### config.mk
export PLATFORM = sky130hd
export DESIGN_NAME = cpu_alu_with_flags_top
export DESIGN_NICKNAME = d
export VERILOG_FILES = /design/src/sv/cpualu_pkg.sv /design/src/sv/cpualu_core.sv /design/src/sv/cpu_alu_with_flags_top.sv
export SDC_FILE = /design/constraint.sdc
export NUM_CORES = 1
export LEC_CHECK = 0
export BUFFER_PORTS_ARGS = -buffer_cell sky130_fd_sc_hd__buf_2
export CORE_MARGIN = 3
export CORE_UTILIZATION = 35
export CTS_CLUSTER_SIZE = 20
export DETAILED_ROUTE_END_ITERATION = 16
export SYNTH_ARGS = -nofsm -noshare
export SYNTH_HDL_FRONTEND = slang
export SYNTH_SLANG_ARGS = --single-unit
### constraint.sdc
create_clock -name clock -period 4.6 [get_ports clock]
set_input_delay 0 -clock clock [delete_from_list [all_inputs] [get_ports clock]]
set_output_delay 0 -clock clock [all_outputs]
set_load 0.02 [all_outputs]
### src/sv/cpualu_pkg.sv
// Shared types and operation codes of the 8-bit CPU arithmetic and flag unit.
`default_nettype none

package cpualu_pkg;

   typedef enum logic [5:0] {
      CMD_ADD   = 6'd0,
      CMD_ADC   = 6'd1,
      CMD_SUB   = 6'd2,
      CMD_SBC   = 6'd3,
      CMD_AND   = 6'd4,
      CMD_XOR   = 6'd5,
      CMD_OR    = 6'd6,
      CMD_CP    = 6'd7,
      CMD_INC8  = 6'd8,
      CMD_DEC8  = 6'd9,
      CMD_ADD16 = 6'd10,
      CMD_ADDSP = 6'd11,
      CMD_INC16 = 6'd12,
      CMD_DEC16 = 6'd13,
      CMD_RLCA  = 6'd14,
      CMD_RRCA  = 6'd15,
      CMD_RLA   = 6'd16,
      CMD_RRA   = 6'd17,
      CMD_RLC   = 6'd18,
      CMD_RRC   = 6'd19,
      CMD_RL    = 6'd20,
      CMD_RR    = 6'd21,
      CMD_SLA   = 6'd22,
      CMD_SRA   = 6'd23,
      CMD_SWAP  = 6'd24,
      CMD_SRL   = 6'd25,
      CMD_BIT   = 6'd26,
      CMD_RES   = 6'd27,
      CMD_SET   = 6'd28,
      CMD_DAA   = 6'd29,
      CMD_CPL   = 6'd30,
      CMD_SCF   = 6'd31,
      CMD_CCF   = 6'd32
   } command_type;

   // flag bit positions within a flag nibble
   localparam int FLAG_Z = 3;
   localparam int FLAG_N = 2;
   localparam int FLAG_H = 1;
   localparam int FLAG_C = 0;

   localparam int REQ_TDATA_W = 48;
   localparam int RSP_TDATA_W = 24;

   // packed with the first field in the highest bits
   typedef struct packed {
      logic [3:0]  flags_in;
      logic [2:0]  bit_index;
      logic [15:0] operand_b;
      logic [15:0] operand_a;
      logic [5:0]  command;
   } request_type;

   typedef struct packed {
      logic        writes_result;
      logic [3:0]  flags_out;
      logic [15:0] result;
   } response_type;

endpackage

`default_nettype wire

### src/sv/cpualu_core.sv
// Combinational datapath: result, new flags and write-back mark for one request.
`default_nettype none

module cpualu_core
   import cpualu_pkg::*;
(
   input  request_type  req,
   output response_type rsp
);

   logic [7:0]  a, b;
   logic        cin;
   logic [3:0]  f;
   logic [8:0]  add9, adc9, sub9, sbc9;
   logic [4:0]  add_h5, adc_h5, sub_h5, sbc_h5;
   logic [16:0] add17;
   logic [12:0] add_h13;
   logic [15:0] sp_sum, inc16, dec16;
   logic [7:0]  bit_mask;
   logic [7:0]  daa_adj;
   logic        daa_c;
   logic [7:0]  daa_r;
   logic [7:0]  r8;
   logic [15:0] r16;
   logic        use16;
   logic [3:0]  nf;
   logic        wr;

   assign a   = req.operand_a[7:0];
   assign b   = req.operand_b[7:0];
   assign f   = req.flags_in;
   assign cin = req.flags_in[FLAG_C];

   assign add9   = {1'b0, a} + {1'b0, b};
   assign adc9   = {1'b0, a} + {1'b0, b} + {8'h00, cin};
   assign sub9   = {1'b0, a} - {1'b0, b};
   assign sbc9   = {1'b0, a} - {1'b0, b} - {8'h00, cin};
   assign add_h5 = {1'b0, a[3:0]} + {1'b0, b[3:0]};
   assign adc_h5 = {1'b0, a[3:0]} + {1'b0, b[3:0]} + {4'h0, cin};
   assign sub_h5 = {1'b0, a[3:0]} - {1'b0, b[3:0]};
   assign sbc_h5 = {1'b0, a[3:0]} - {1'b0, b[3:0]} - {4'h0, cin};

   assign add17   = {1'b0, req.operand_a} + {1'b0, req.operand_b};
   assign add_h13 = {1'b0, req.operand_a[11:0]} + {1'b0, req.operand_b[11:0]};
   assign sp_sum  = req.operand_a + {{8{b[7]}}, b};
   assign inc16   = req.operand_a + 16'd1;
   assign dec16   = req.operand_a - 16'd1;

   assign bit_mask = 8'd1 << req.bit_index;

   // decimal adjust: subtract after a subtraction, add after an addition
   always_comb begin
      daa_adj = 8'h00;
      daa_c   = 1'b0;
      if (f[FLAG_N]) begin
         if (f[FLAG_H]) daa_adj[3:0] = 4'h6;
         if (f[FLAG_C]) begin
            daa_adj[7:4] = 4'h6;
            daa_c        = 1'b1;
         end
         daa_r = a - daa_adj;
      end else begin
         if (f[FLAG_H] || (a[3:0] > 4'd9)) daa_adj[3:0] = 4'h6;
         if (f[FLAG_C] || (a > 8'h99)) begin
            daa_adj[7:4] = 4'h6;
            daa_c        = 1'b1;
         end
         daa_r = a + daa_adj;
      end
   end

   always_comb begin
      r8    = 8'h00;
      r16   = 16'h0000;
      use16 = 1'b0;
      nf    = f;
      wr    = 1'b1;
      unique case (req.command)
         CMD_ADD: begin
            r8 = add9[7:0];
            nf = {r8 == 8'h00, 1'b0, add_h5[4], add9[8]};
         end
         CMD_ADC: begin
            r8 = adc9[7:0];
            nf = {r8 == 8'h00, 1'b0, adc_h5[4], adc9[8]};
         end
         CMD_SUB, CMD_CP: begin
            nf = {sub9[7:0] == 8'h00, 1'b1, sub_h5[4], sub9[8]};
            if (req.command == CMD_CP) begin
               wr = 1'b0;
            end else begin
               r8 = sub9[7:0];
            end
         end
         CMD_SBC: begin
            r8 = sbc9[7:0];
            nf = {r8 == 8'h00, 1'b1, sbc_h5[4], sbc9[8]};
         end
         CMD_AND: begin
            r8 = a & b;
            nf = {r8 == 8'h00, 1'b0, 1'b1, 1'b0};
         end
         CMD_XOR: begin
            r8 = a ^ b;
            nf = {r8 == 8'h00, 3'b000};
         end
         CMD_OR: begin
            r8 = a | b;
            nf = {r8 == 8'h00, 3'b000};
         end
         CMD_INC8: begin
            r8 = a + 8'd1;
            nf = {r8 == 8'h00, 1'b0, a[3:0] == 4'hF, cin};
         end
         CMD_DEC8: begin
            r8 = a - 8'd1;
            nf = {r8 == 8'h00, 1'b1, a[3:0] == 4'h0, cin};
         end
         CMD_ADD16: begin
            use16 = 1'b1;
            r16   = add17[15:0];
            nf    = {f[FLAG_Z], 1'b0, add_h13[12], add17[16]};
         end
         CMD_ADDSP: begin
            use16 = 1'b1;
            r16   = sp_sum;
            nf    = {2'b00, add_h5[4], add9[8]};
         end
         CMD_INC16: begin
            use16 = 1'b1;
            r16   = inc16;
         end
         CMD_DEC16: begin
            use16 = 1'b1;
            r16   = dec16;
         end
         CMD_RLCA: begin
            r8 = {a[6:0], a[7]};
            nf = {3'b000, a[7]};
         end
         CMD_RRCA: begin
            r8 = {a[0], a[7:1]};
            nf = {3'b000, a[0]};
         end
         CMD_RLA: begin
            r8 = {a[6:0], cin};
            nf = {3'b000, a[7]};
         end
         CMD_RRA: begin
            r8 = {cin, a[7:1]};
            nf = {3'b000, a[0]};
         end
         CMD_RLC: begin
            r8 = {a[6:0], a[7]};
            nf = {r8 == 8'h00, 2'b00, a[7]};
         end
         CMD_RRC: begin
            r8 = {a[0], a[7:1]};
            nf = {r8 == 8'h00, 2'b00, a[0]};
         end
         CMD_RL: begin
            r8 = {a[6:0], cin};
            nf = {r8 == 8'h00, 2'b00, a[7]};
         end
         CMD_RR: begin
            r8 = {cin, a[7:1]};
            nf = {r8 == 8'h00, 2'b00, a[0]};
         end
         CMD_SLA: begin
            r8 = {a[6:0], 1'b0};
            nf = {r8 == 8'h00, 2'b00, a[7]};
         end
         CMD_SRA: begin
            r8 = {a[7], a[7:1]};
            nf = {r8 == 8'h00, 2'b00, a[0]};
         end
         CMD_SWAP: begin
            r8 = {a[3:0], a[7:4]};
            nf = {r8 == 8'h00, 3'b000};
         end
         CMD_SRL: begin
            r8 = {1'b0, a[7:1]};
            nf = {r8 == 8'h00, 2'b00, a[0]};
         end
         CMD_BIT: begin
            wr = 1'b0;
            nf = {~a[req.bit_index], 1'b0, 1'b1, cin};
         end
         CMD_RES: begin
            r8 = a & ~bit_mask;
         end
         CMD_SET: begin
            r8 = a | bit_mask;
         end
         CMD_DAA: begin
            r8 = daa_r;
            nf = {r8 == 8'h00, f[FLAG_N], 1'b0, daa_c};
         end
         CMD_CPL: begin
            r8 = ~a;
            nf = {f[FLAG_Z], 1'b1, 1'b1, f[FLAG_C]};
         end
         CMD_SCF: begin
            wr = 1'b0;
            nf = {f[FLAG_Z], 3'b001};
         end
         CMD_CCF: begin
            wr = 1'b0;
            nf = {f[FLAG_Z], 2'b00, ~cin};
         end
         default: begin
            // unused codes: pass the flags through, nothing written
            wr = 1'b0;
         end
      endcase
   end

   assign rsp.result        = use16 ? r16 : {8'h00, r8};
   assign rsp.flags_out     = nf;
   assign rsp.writes_result = wr;

endmodule

`default_nettype wire

### src/sv/cpu_alu_with_flags_top.sv
// Top level: request register, ALU datapath and response register.
//
// channel | dir | ports            | payload (low bit up)
// --------+-----+------------------+-----------------------------------------------
// req     | in  | req_tvalid/ready | command, operand_a, operand_b, bit_index, flags_in
// rsp     | out | rsp_tvalid/ready | result, flags_out, writes_result
//
// An accepted request is held in the request register, then passes through the
// datapath into the response register, from which the valid response is taken.
// One request is accepted per cycle while responses are taken.
// Reset is synchronous and empties both registers.
// A stalled response holds; the request register still takes one more request if it is empty.
`default_nettype none

module cpu_alu_with_flags_top
   import cpualu_pkg::*;
(
   input  wire logic                   clock,
   input  wire logic                   reset,
   input  wire logic                   req_tvalid,
   output logic                        req_tready,
   // command[5:0], operand_a[21:6], operand_b[37:22], bit_index[40:38],
   // flags_in[44:41], zero fill[47:45]
   input  wire logic [REQ_TDATA_W-1:0] req_tdata,
   output logic                        rsp_tvalid,
   input  wire logic                   rsp_tready,
   // result[15:0], flags_out[19:16], writes_result[20], zero fill[23:21]
   output logic [RSP_TDATA_W-1:0]      rsp_tdata
);

   logic         s1_valid_ff, s1_valid_in;
   request_type  s1_req_ff;
   logic         out_valid_ff, out_valid_in;
   response_type out_rsp_ff;
   response_type core_rsp;
   logic         out_ready;
   logic         s1_ready;

   assign out_ready  = !out_valid_ff || rsp_tready;
   assign s1_ready   = !s1_valid_ff || out_ready;
   assign req_tready = s1_ready;

   always_comb begin
      s1_valid_in = s1_valid_ff;
      if (s1_ready) s1_valid_in = req_tvalid;
      out_valid_in = out_valid_ff;
      if (out_ready) out_valid_in = s1_valid_ff;
   end

   always_ff @(posedge clock) begin
      if (reset) begin
         s1_valid_ff  <= 1'b0;
         out_valid_ff <= 1'b0;
      end else begin
         s1_valid_ff  <= s1_valid_in;
         out_valid_ff <= out_valid_in;
      end
   end

   // payload registers: load on advance only
   always_ff @(posedge clock) begin
      if (s1_ready && req_tvalid) s1_req_ff <= request_type'(req_tdata[$bits(request_type)-1:0]);
      if (out_ready && s1_valid_ff) out_rsp_ff <= core_rsp;
   end

   cpualu_core u_core (
      .req (s1_req_ff),
      .rsp (core_rsp)
   );

   assign rsp_tvalid = out_valid_ff;
   assign rsp_tdata  = {{(RSP_TDATA_W - $bits(response_type)){1'b0}}, out_rsp_ff};

endmodule

`default_nettype wire

# Word-level counts from Yosys, hierarchy flattened
# Cells that the tools add are included.
# totals
register_bits,68
latch_bits,0
ramBits,0
romBits,0
in_bits,52
output_inout_bits,26
wordCells,133
n_memories,0
# classes
add_sub_neg,17
multipliers,0
div_mod_pow,0
order_cmp,3
eq_ne,33
shift,1
n_mux,22
bitwise_logic,9
n_reduce_logical,37
# op_table
op,n
$pmux 8 s21,1
$logic_not 8->1,16
$pmux 4 s26,1
$eq 6x5->1 const B,16
$pmux 16 s4,1
$eq 6x4->1 const B,8
$reduce_or 28->1,1
$eq 6x3->1 const B,4
$mux 8,3
$add 16x16->17,1
$add 16x1->16 const B,1
$add 16x16->16,1
$and 8x8->8,2
$mux 4,4
$not 8->8,2
$or 8x8->8,2
$sub 16x1->16 const B,1
$logic_not 7->1,2
$reduce_or 2->1,7
$add 12x12->13,1
$eq 6x2->1 const B,2
$mux 3,4
$add 8x8->9,1
$add 9x1->9,1
28 further kinds,39

# Depth between registers and ports, before layout
# depth
word_depth,8
mapped_depth,17
ltp_nobuf,16

# By module
# A second synthesis with hierarchy kept.
# unflattened
hier_cells,872
hier_area_um2,7332.0
# by_module_without_submodules
mod,n_inst,cells_per_inst,area_per_inst_um2
cpualu_core,1,792,5220.0
cpu_alu_with_flags_top,1,80,2112.0

# Worst setup path before layout
# No wires, ideal clock.
# synth_path
path_type,reg2reg
from,reg s1_req_ff[2] in the netlist's numbering
to,"reg out_rsp_ff, in the netlist rsp_tdata[12] (data pin)"
arrival_ps,3714
required_ps,4344
slack_ps,630
stages_incl_launch_ff,17
path_cell_list,edfxtp_1 buf_6 clkbuf_1 buf_2 nand4_1 nor2_1 clkbuf_1 a21oi_1 fa_1 a211oi_1 o21ai_1 a21oi_1 o21bai_1 a2111oi_0 nor2_1 xor2_1 a22o_1
# synth_via
elab_chain_len,3
word_cells_on_any_way,7
classes_between,eq/ne (4); mux (2); reduce/logical (1)
# synth_rtl
element,line_no,rtl
from (decl),cpu_alu_with_flags_top.sv:32,request_type s1_req_ff;
from (signal assigned),cpu_alu_with_flags_top.sv:62,if (s1_ready && req_tvalid) s1_req_ff <= request_type'(req_tdata[$bits(request_type)-1:0]);
$eq 6x4->1,cpualu_core.sv:78,unique case (req.command)
$reduce_or 4->1 (no line),-,
$mux 1,cpualu_core.sv:78,
to (signal assigned),cpu_alu_with_flags_top.sv:63,if (out_ready && s1_valid_ff) out_rsp_ff <= core_rsp;
to (decl),cpu_alu_with_flags_top.sv:34,response_type out_rsp_ff;
# Parallel ways exist; a longest one is shown, timed or not.
# A chain may end at the register's enable or synchronous reset.

==> impl_metrics.tcl <==
set metrics [dict create \
    reg2reg_slack_ns 0.45 \
    p_per_area_nw_per_um2 260 \
    ctsRootBufferMaster "clkbuf_16" \
    min_path_type "in -> reg" \
    syn_area_per_cell_um2 8.54 \
    timing.rr.end "rsp_tdata[19]" \
    synth_cells 840 \
    wl_per_cell_um 20.9 \
    drtIter0Drc 1068 \
    ctsLongestPathBuffers 2 \
    std_cell_rows 51 \
    grt_antenna_before_repair 0 \
    cap_viol_max_count 0 \
    via_per_inst 5.88 \
    wl_mm 25.5 \
    grt_pass1_wl_mm 38.3 \
    place_hpwl_mm 19.4 \
    worst-r2r-cell-count 14 \
    r2r_start "s1_req_ff[6]" \
    cp-end-kind "flop" \
    crit_type "reg -> reg" \
    fill_cells 1975 \
    grt_setup_unrepaired "no" \
    cts_resized 0 \
    drtPass1Iterations 10 \
    critPathMaxFanout 7 \
    h-tree-depth 3 \
    mappedNetlistArea_um2 7170 \
    hold_viol_final 0 \
    fin_crit_ns 4.15 \
    slew_violations 0 \
    setup_viol 0 \
    report.power.total_uw 2230 \
    start_util_pct 36.3 \
    tightest_slew_ns 1.08 \
    ios 78 \
    antenna_cells 0 \
    outcome "completed" \
    start_kind "flop" \
    ys_ff_latch 68 \
    clk_latency_ns 0.36 \
    irDropWorstVdd_uv 178 \
    area_growth_pct 19.5 \
    io_buffers 71 \
    ant_nets 0 \
    die_y_um 149 \
    final.setup.tns_ns 0 \
    relSlewSlack_pct 27.4 \
    grt_overflow 0 \
    dieWidth_um 149 \
    synth_seq_area_share_pct 28.2 \
    synth_edf_count 66 \
    die_area_um2 22200 \
    coreArea_um2 19800 \
    grt_max_degree 46 \
    fin_nets 1070 \
    yosys_warnings 0 \
    drive_above_1_share_pct 14.0 \
    crit_required_ns 4.82 \
    numCtsBuffers 9 \
    synthArstFlopShare_pct 0 \
    arrival_ns 4.37 \
    gp_congestion 1.04 \
    first_global_vias 6587 \
    crit_end "rsp_tdata[19]" \
    power.leakage_uw 0.00329 \
    clk_pin_slew_ns 0.06 \
    fmax_mhz 241 \
    skew_ns 0.00503 \
    timing.final.crit_share_pct 90.3 \
    grt_use_total_pct 22.6 \
    synth_cell_type_count 82 \
    vias 7166 \
    ys.flop_type "edfxtp_1" \
    drc 0 \
    crit_start "s1_req_ff[6]" \
    cts_tree "built" \
    clock-sinks 68 \
    post-cts-setup-buffer-count 0 \
]
==> power by group <==
group | internal, uW | total, uW | switching, uW
combinational | 316 | 803 | 487
sequential | 726 | 759 | 33.5
clock | 367 | 665 | 298
==> per-stage QoR <==
step | utilization (%) | hold slack, ns | setup WS (ns) | cells | cell area (um2)
floorplan | - | 0.0724 | 0.630 | 842 | 7180
global placement | 39.5 | 0.175 | 0.678 | 1155 | 7810
detailed placement | 39.5 | 0.177 | 0.677 | 1155 | 7810
CTS | 43.3 | 0.339 | 0.628 | 1219 | 8570
global route | 43.3 | 0.356 | 0.273 | 1219 | 8570
finish | 43.3 | 0.344 | 0.447 | 1219 | 8570
==> cells by family after synthesis <==
logic type	share of synthesized area, %
compound gates	24.1
simple gates	20.0
buf+inv	5.51
other cells	0.0523
flops	28.2
fa+ha+maj	12.4
mux	1.62
xor+xnor	8.18
==> area by class of cell <==
cell class                      count  area, um2  area share, %
Clock buffer                        9        225           2.63
Clock inverter                      7       52.6          0.613
Inverter                           41        154           1.80
Multi-Input combinational cell    686       4770           55.6
Sequential cell                    68       2020           23.6
Tap cell                          265        332           3.87
Timing Repair Buffer              143       1020           11.9
==> synthesized netlist by cell type, types with 7 or more instances <==
master | number | share of area [%]
buf_2 | 15 | 1.0
nand4_1 | 17 | 1.5
a221oi_1 | 12 | 1.5
o21a_1 | 11 | 1.2
nor3_1 | 36 | 2.5
o21bai_1 | 7 | 0.73
nor2_1 | 71 | 3.7
inv_1 | 39 | 2.0
a21oi_1 | 60 | 4.2
nand2b_1 | 14 | 1.2
clkbuf_1 | 19 | 0.99
o211ai_1 | 7 | 0.73
nand3_1 | 21 | 1.5
buf_4 | 8 | 0.84
a211oi_1 | 8 | 0.84
a2111oi_0 | 7 | 0.85
a31oi_1 | 8 | 0.70
ha_1 | 66 | 12
nand2_1 | 61 | 3.2
xor2_1 | 21 | 2.6
nor4_1 | 10 | 0.87
and3_1 | 9 | 0.79
o21ai_0 | 41 | 2.9
o22ai_1 | 30 | 2.6
nor2b_1 | 9 | 0.79
edfxtp_1 | 66 | 28
xnor2_1 | 46 | 5.6
==> flip-flops by register name (all words and copies together), names as in the netlist <==
| name | flops |
|---|---|
| s1_valid_ff | 1 |
| rsp_tdata | 21 |
| s1_req_ff | 45 |
| rsp_tvalid | 1 |
==> worst max-delay path: stages, from the launching register on <==
cell and delay (ns):
edfxtp_1 0.38, inv_1 0.32, ha_1 0.36, o21bai_1 0.14, a311o_1 0.35, a21oi_1 0.14
buf_4 0.16, ha_1 0.23, mux2_2 0.27, ha_1 0.31, a31oi_1 0.22, xnor2_1 0.21
nor4bb_1 0.68, a311oi_1 0.12, nand3b_1 0.12
==> repair_timing <==
action                                  in CTS  in global routing
endpoints found under the setup margin       0                  0
hold endpoints to repair                    47                  0
hold buffers                                48                  0
==> cell usage in the layout, fill, tap and decap left out, types with 9 or more instances in the layout <==
master,netlist,routed
a21oi_1,60,60
nand3_1,21,21
nand4_1,17,17
buf_2,15,71
buf_4,8,24
nor4_1,10,10
clkbuf_16,0,9
o21a_1,11,11
o22ai_1,30,30
a221oi_1,12,12
nor2_1,71,71
nand2_1,61,61
nand2b_1,14,14
and3_1,9,9
ha_1,66,66
dlygate4sd3_1,0,48
o21ai_0,41,41
nor3_1,36,36
xor2_1,21,21
edfxtp_1,66,66
inv_1,39,39
xnor2_1,46,46
==> how the worst min path moves through the flow <==
| stage | startpoint | end | slack (ns) | cells past startpoint |
|---|---|---|---|---|
| floorplan | reset | rsp_tvalid | 0.07 | 1 |
| global placement | reset | s1_valid_ff | 0.18 | 2 |
| detailed placement | reset | s1_valid_ff | 0.18 | 2 |
| CTS | req_tdata[21] | s1_req_ff[21] | 0.34 | 2 |
| global route | req_tdata[37] | s1_req_ff[37] | 0.36 | 2 |
| finish | req_tdata[27] | s1_req_ff[27] | 0.34 | 2 |
==> metal layers <==
metal  up-vias  GRT usage [%]  share of wire [%]
met2       370           32.6                 43
met5         -              0                  0
met1      3347           33.0                 45
met4         0           8.33                3.0
met3        60           4.80                9.6
li1       3389              -                  -
Note: power is estimated with default switching activity, not from simulation.
